==> src/dmm_pkg.sv <==
package dmm_pkg;

  // element and result value width (signed Q16.16)
  localparam int VALUE_W = 32;
  // width of a dimension register
  localparam int DIM_W = 4;
  // width of row, column and inner index fields
  localparam int IDX_W = 3;
  // width of the configuration register index
  localparam int CFG_IDX_W = 2;

  // defaults for the top level parameters
  localparam int MAX_DIM_DEFAULT = 8;
  localparam int FRAC_BITS_DEFAULT = 16;

  // dimension register value after reset
  localparam logic [DIM_W-1:0] DIM_RESET = 4'd8;

  // configuration register indexes
  localparam logic [CFG_IDX_W-1:0] REG_A_ROWS = 2'd0;
  localparam logic [CFG_IDX_W-1:0] REG_INNER_DIM = 2'd1;
  localparam logic [CFG_IDX_W-1:0] REG_B_COLS = 2'd2;

  // controller states
  typedef enum logic [1:0] {
    ST_LOAD,
    ST_ISSUE,
    ST_DRAIN
  } dmm_state_t;

  // tag travelling alongside each multiply-accumulate
  typedef struct packed {
    logic             valid;
    logic             first;
    logic             last_k;
    logic [IDX_W-1:0] row;
    logic [IDX_W-1:0] col;
    logic             last;
  } dmm_tag_t;

  // zero acts as one, anything above the maximum acts as the maximum
  function automatic logic [DIM_W-1:0] eff_dim(logic [DIM_W-1:0] v,
                                                logic [DIM_W-1:0] max_dim);
    logic [DIM_W-1:0] r;
    begin
      r = v;
      if (v == '0) r = DIM_W'(1);
      if (v > max_dim) r = max_dim;
      return r;
    end
  endfunction

endpackage

==> src/dmm_mac.sv <==
module dmm_mac #(
  parameter int MAX_DIM = dmm_pkg::MAX_DIM_DEFAULT,
  parameter int FRAC_BITS = dmm_pkg::FRAC_BITS_DEFAULT
) (
  input  logic                                clk,
  input  logic                                rst,
  input  logic signed [dmm_pkg::VALUE_W-1:0]  a_data,
  input  logic signed [dmm_pkg::VALUE_W-1:0]  b_data,
  input  dmm_pkg::dmm_tag_t                   tag_in,
  output logic                                strobe,
  output logic signed [dmm_pkg::VALUE_W-1:0]  product_value,
  output logic [dmm_pkg::IDX_W-1:0]           out_row,
  output logic [dmm_pkg::IDX_W-1:0]           out_col,
  output logic                                last_element
);

  localparam int PROD_W = 2 * dmm_pkg::VALUE_W;
  localparam int ACC_W = PROD_W + $clog2(MAX_DIM) + 1;
  localparam int VW = dmm_pkg::VALUE_W;

  dmm_pkg::dmm_tag_t       tag_mul;
  dmm_pkg::dmm_tag_t       tag_acc;
  logic signed [PROD_W-1:0] prod;
  logic signed [ACC_W-1:0]  prod_ext;
  logic signed [ACC_W-1:0]  acc;
  logic signed [ACC_W-1:0]  shifted;
  logic                     fits;
  logic [VW-1:0]            sat_value;

  // multiply stage
  always_ff @(posedge clk) begin
    if (rst) begin
      tag_mul.valid <= 1'b0;
    end else begin
      tag_mul.valid <= tag_in.valid;
    end
    tag_mul.first <= tag_in.first;
    tag_mul.last_k <= tag_in.last_k;
    tag_mul.row <= tag_in.row;
    tag_mul.col <= tag_in.col;
    tag_mul.last <= tag_in.last;
    prod <= a_data * b_data;
  end

  assign prod_ext = {{(ACC_W-PROD_W){prod[PROD_W-1]}}, prod};

  // accumulate stage, full precision
  always_ff @(posedge clk) begin
    if (rst) begin
      tag_acc.valid <= 1'b0;
    end else begin
      tag_acc.valid <= tag_mul.valid;
    end
    tag_acc.first <= tag_mul.first;
    tag_acc.last_k <= tag_mul.last_k;
    tag_acc.row <= tag_mul.row;
    tag_acc.col <= tag_mul.col;
    tag_acc.last <= tag_mul.last;
    if (tag_mul.valid) begin
      acc <= tag_mul.first ? prod_ext : acc + prod_ext;
    end
  end

  // floor shift back to Q16.16 and saturate
  always_comb begin
    shifted = acc >>> FRAC_BITS;
    fits = (&shifted[ACC_W-1:VW-1]) || !(|shifted[ACC_W-1:VW-1]);
    if (fits) begin
      sat_value = shifted[VW-1:0];
    end else if (shifted[ACC_W-1]) begin
      sat_value = {1'b1, {(VW-1){1'b0}}};
    end else begin
      sat_value = {1'b0, {(VW-1){1'b1}}};
    end
  end

  // result register
  always_ff @(posedge clk) begin
    if (rst) begin
      strobe <= 1'b0;
    end else begin
      strobe <= tag_acc.valid && tag_acc.last_k;
    end
    product_value <= sat_value;
    out_row <= tag_acc.row;
    out_col <= tag_acc.col;
    last_element <= tag_acc.last;
  end

endmodule

==> config.mk <==
export PLATFORM = sky130hd
export DESIGN_NAME = dmm_mac
export DESIGN_NICKNAME = d
export VERILOG_FILES = /design/src/dmm_pkg.sv /design/src/dmm_mac.sv
export SDC_FILE = /design/constraint.sdc
export NUM_CORES = 2
export LEC_CHECK = 0
export BUFFER_PORTS_ARGS = -buffer_cell sky130_fd_sc_hd__buf_2
export CAP_MARGIN = 20
export CORE_ASPECT_RATIO = 1.2
export CORE_MARGIN = 2
export CORE_UTILIZATION = 23
export DETAILED_ROUTE_END_ITERATION = 7
export HOLD_SLACK_MARGIN = 0.15
export SLEW_MARGIN = 10
export SYNTH_ARGS = -nofsm -noshare
export SYNTH_HDL_FRONTEND = slang
export SYNTH_SLANG_ARGS = --single-unit
==> constraint.sdc <==
create_clock -name clk -period 26 [get_ports clk]
set_input_delay 5.2 -clock clk [delete_from_list [all_inputs] [get_ports clk]]
set_output_delay 5.2 -clock clk [all_outputs]
set_load 0.02 [all_outputs]
# == After elaboration in Yosys (flattened, before gate mapping) ==
# Cells that the tools add are included.
# op_classes
add_sub_neg,1
mul,1
div,0
order_cmp,0
n_eq_ne,0
n_shift,0
muxes,3
bitwise_logic,0
reduce_logical,5
# ops
op,count
adder 68 x 64 -> 68 bit,1
two-way mux 68 bit,1
multiplier 32 x 32 -> 64 bit,1
two-way mux 32 bit,2
AND reduction 21 bit,1
OR reduction 21 bit,1
logical AND 1 bit,1
logical NOT 1 bit,1
logical OR 1 bit,1
# totals
register_bits,191
latchBits,0
ram_bits,0
romBits,0
inputBits,76
out_inout_bits,40
word_cells,28
n_memories,0

# == Longest topological paths before layout ==
# depth
depth_word,4
ltp_mapped,28
depth_no_buf,27

# == Least setup slack after synthesis ==
# OpenSTA, ideal clock, no wires.
# synth_path
path_kind,input-to-reg
startpoint,input port b_data[2] (netlist name)
endpoint,register prod[61]
setup_ns,0.119
arrival_ns,12.417
t_required_ns,25.881
setup_slack_ns,13.464
cell_stages,22
n_path_buf,2
path_cell_list,clkbuf_1 nand2_1 inv_1 fa_1 fa_1 fa_1 fa_1 inv_1 fa_1 inv_1 fa_1 fa_1 fa_1 ha_1 clkbuf_1 nand2_1 or4_1 a2bb2oi_1 a31o_2 o21ai_2 a31oi_1 xnor2_1
# synth_between
elab_chain_cells,1
# synth_lines
item,line,source
from (decl),dmm_mac.sv:8,"input logic signed [dmm_pkg::VALUE_W-1:0] b_data,"
multiplier 32 x 32 -> 64 bit,dmm_mac.sv:42,prod <= a_data * b_data;
to (signal assigned),dmm_mac.sv:42,
to (decl),dmm_mac.sv:23,logic signed [PROD_W-1:0] prod;
# No other way between the ends.
# A chain may end at the register's enable or synchronous reset.

# == Final worst setup path ==
# layout_path
startpoint,input port a_data[31] (netlist name)
endpoint,register prod[60]
# layout_between
elab_chain_cells,1
# layout_lines
item,line,source
from (decl),dmm_mac.sv:7,"input logic signed [dmm_pkg::VALUE_W-1:0] a_data,"
multiplier 32 x 32 -> 64 bit,dmm_mac.sv:42,
# No other way between the ends.

==> flow_metrics.env <==
export IMPL_status="completed"
export IMPL_cp_end_kind="register"
export IMPL_grt_antenna_before_repair=27
export IMPL_critPathLaunch="a_data[31]"
export IMPL_synthToLayoutAreaGrowth_pct=8.01
export IMPL_tns_ns=0
export IMPL_ys_seq_elements=191
export IMPL_ys_async_sr_fraction_pct=0
export IMPL_num_io_pins=116
export IMPL_slew_viol_final=0
export IMPL_ctsHtreeMaxLevel=4
export IMPL_drc=0
export IMPL_required_ns=26.39
export IMPL_r2r_start="acc[17]$_DFFE_PP_"
export IMPL_drive_gt1_share_pct=4.18
export IMPL_drtPass1Iterations=5
export IMPL_synth_edf_count=68
export IMPL_fmax_mhz=75.8
export IMPL_synth_top_family_by_area="adder cells"
export IMPL_layout_nets=6178
export IMPL_grt_max_degree=70
export IMPL_cts_resized=0
export IMPL_place_ws_ns=12.35
export IMPL_final_cell_mix="fa_1 (1083), inv_1 (994), nand2_1 (636)"
export IMPL_drt_wl_total_mm=121
export IMPL_timing_final_crit_share_pct=50.8
export IMPL_clk_latency_ns=0.48
export IMPL_rows=179
export IMPL_syn_inst=4876
export IMPL_port_buffers=115
export IMPL_hp_start="tag_acc[0]$_DFF_P_"
export IMPL_final_common_cell="fa_1"
export IMPL_timing_hold_ws_ns=0.331
export IMPL_synth_area_top_cells="fa_1 (47%), inv_1 (8.1%), and2_1 (7.2%), ha_1 (6.8%), dfxtp_1 (5.4%)"
export IMPL_ant_nets=0
export IMPL_worst_slack_ns=12.80
export IMPL_maxCapViolations=0
export IMPL_yosys_area_share_adder_pct=54.1
export IMPL_crit_end="prod[60]$_DFF_P_"
export IMPL_clkTransAtPathRegs_ns=0.08
export IMPL_worst_r2r_path_depth=11
export IMPL_place_area_um2=48900
export IMPL_worstMarginPinSlew_ns=0.938
export IMPL_synth_compound_area_share_pct=7.51
export IMPL_cts_tree="done"
export IMPL_start_kind="primary input"
export IMPL_dieArea_um2=203000
export IMPL_ys_types=77
export IMPL_synth_top_area_share_pct=47.2
export IMPL_die_h_um=493
export IMPL_syn_nets=6286
export IMPL_final_setup_viol_count=0
export IMPL_post_route_cell_area_um2=49600
export IMPL_track_usage_pct=12.4
export IMPL_clockBufferDepth=2
export IMPL_r2r_slack_ns=22.12
export IMPL_dp_hpwl_mm=102
export IMPL_fillCellCount=21300
export IMPL_fin_skew_ns=0.0203
export IMPL_relSlewSlack_pct=37.5
export IMPL_yosys_area_share_simple_pct=15.6
export IMPL_coreArea_um2=198000
export IMPL_grt_pass1_wl_mm=200
export IMPL_ys_flop_type="dfxtp_1"
export IMPL_rsz0062_at_grt="no"
export IMPL_cp_arrival_ns=13.59
export IMPL_cts_made_buffers=17
export IMPL_die_w_um=412
export IMPL_gp_congestion=0.875
export IMPL_synth_xor_area_share_pct=2.52
export IMPL_start_util_pct=23.2
export IMPL_fin_crit_ns=13.20
export IMPL_hold_viol_final=0
export IMPL_ys_seq_area_share_pct=9.81
export IMPL_synth_top_area_cell="fa_1"
export IMPL_grt_ovfl_total=0
export IMPL_ctsHoldBuffers=0
export IMPL_syn_avg_cell_area_um2=9.41
export IMPL_cts_root_buf="clkbuf_16"
export IMPL_routed_via_density=4.40
export IMPL_rr_endpoint="acc[60]$_DFFE_PP_"
export IMPL_syn_area_um2=45900
export IMPL_grt_pass1_vias=37100
export IMPL_cts_sinks=191
export IMPL_path_max_fanout=32
export IMPL_vias=32600
export IMPL_min_path_type="reg -> reg"
export IMPL_yosysWarnings=0
export IMPL_first_iter_violations=1706
export IMPL_synthMuxAreaShare_pct=0.144
export IMPL_timing_worst_setup_path_type="in -> reg"
export IMPL_cts_setup_buffers=0
export IMPL_wl_per_cell_um=16.4
[Yosys cell counts, types with 19 or more instances]
master	number
ha_1	251
fa_1	1083
nand2_1	636
a21o_1	120
nor2_1	82
a21oi_1	137
and3_1	19
nand2b_1	19
and2_1	529
dfxtp_1	123
nor2b_1	20
o21ai_0	105
edfxtp_1	68
buf_2	28
nand3_1	34
inv_1	994
nand4_1	33
xor2_1	47
xnor2_1	85
o21ai_1	26
clkbuf_1	231
[stage by stage]
stage          utilization [%]  std cells
3_5_place_dp              24.7       7372
3_3_place_gp              24.7       7372
4_1_cts                   25.0       7404
5_1_grt                   25.0       7406
2_1_floorplan                -       4876
6_report                  25.0       7409
[sequential cells by signal, indices dropped and copies added (netlist names)]
name / count
acc: 68
last_element: 1
out_col: 3
out_row: 3
prod: 64
product_value: 32
strobe: 1
tag_acc: 9
tag_mul: 10
[worst max-delay path, stage by stage]
cell and delay, ns:
buf_2 0.50, nand2_1 0.25, inv_1 0.14, fa_1 0.40, inv_1 0.28, fa_1 0.48
inv_1 0.22, fa_1 0.50, fa_1 0.96, inv_1 0.37, fa_1 0.57, inv_1 0.05
fa_1 0.53, inv_1 0.05, fa_1 0.39, fa_1 0.54, inv_1 0.04, ha_1 0.36
a21oi_1 0.16, nor2b_1 0.06, o21ai_0 0.20, a21boi_0 0.14, o21a_1 0.18, o21ai_0 0.15
nand2b_1 0.07, a21oi_1 0.19, mux2_2 0.36, nor3b_1 0.20
[cell families after synthesis]
family                   after synthesis
AND/OR/NAND/NOR                     1429
adder cells (fa/ha/maj)             1334
buffers and inverters               1257
AO/OA/AOI/OAI                        527
flip-flops                           191
XOR/XNOR                             132
multiplexers                           6
[how the worst min path moves through the flow]
stage                            to  slack, ns  depth (start not counted)
5_1_grt        last_element$_DFF_P_       0.33                          0
3_5_place_dp   last_element$_DFF_P_       0.31                          0
4_1_cts        last_element$_DFF_P_       0.33                          0
2_1_floorplan  last_element$_DFF_P_       0.31                          0
6_report       last_element$_DFF_P_       0.33                          0
3_3_place_gp     tag_acc[1]$_DFF_P_       0.31                          0
[final cells by class]
type	count	area (um^2)	area share, %
Multi-Input combinational cell	3428	36600	73.9
Clock inverter	15	226	0.457
Inverter	995	3730	7.53
Tap cell	2624	3280	6.62
Timing Repair Buffer	135	746	1.50
Sequential cell	191	4510	9.10
Antenna cell	4	10.0	0.0202
Clock buffer	17	425	0.858
[per-layer routing]
layer  GRT usage (%)  vias to the layer above  routed length (um)
met1            14.8                    17100               48800
met5               0                        -                 203
met2            21.9                      811               60500
li1                -                    14400                   -
met4            4.92                       34                5430
met3            2.22                      245                6540
Power is left out: the tool's default activity adds up to more than one toggle a clock period on the data nets, which glitch-free logic cannot reach.
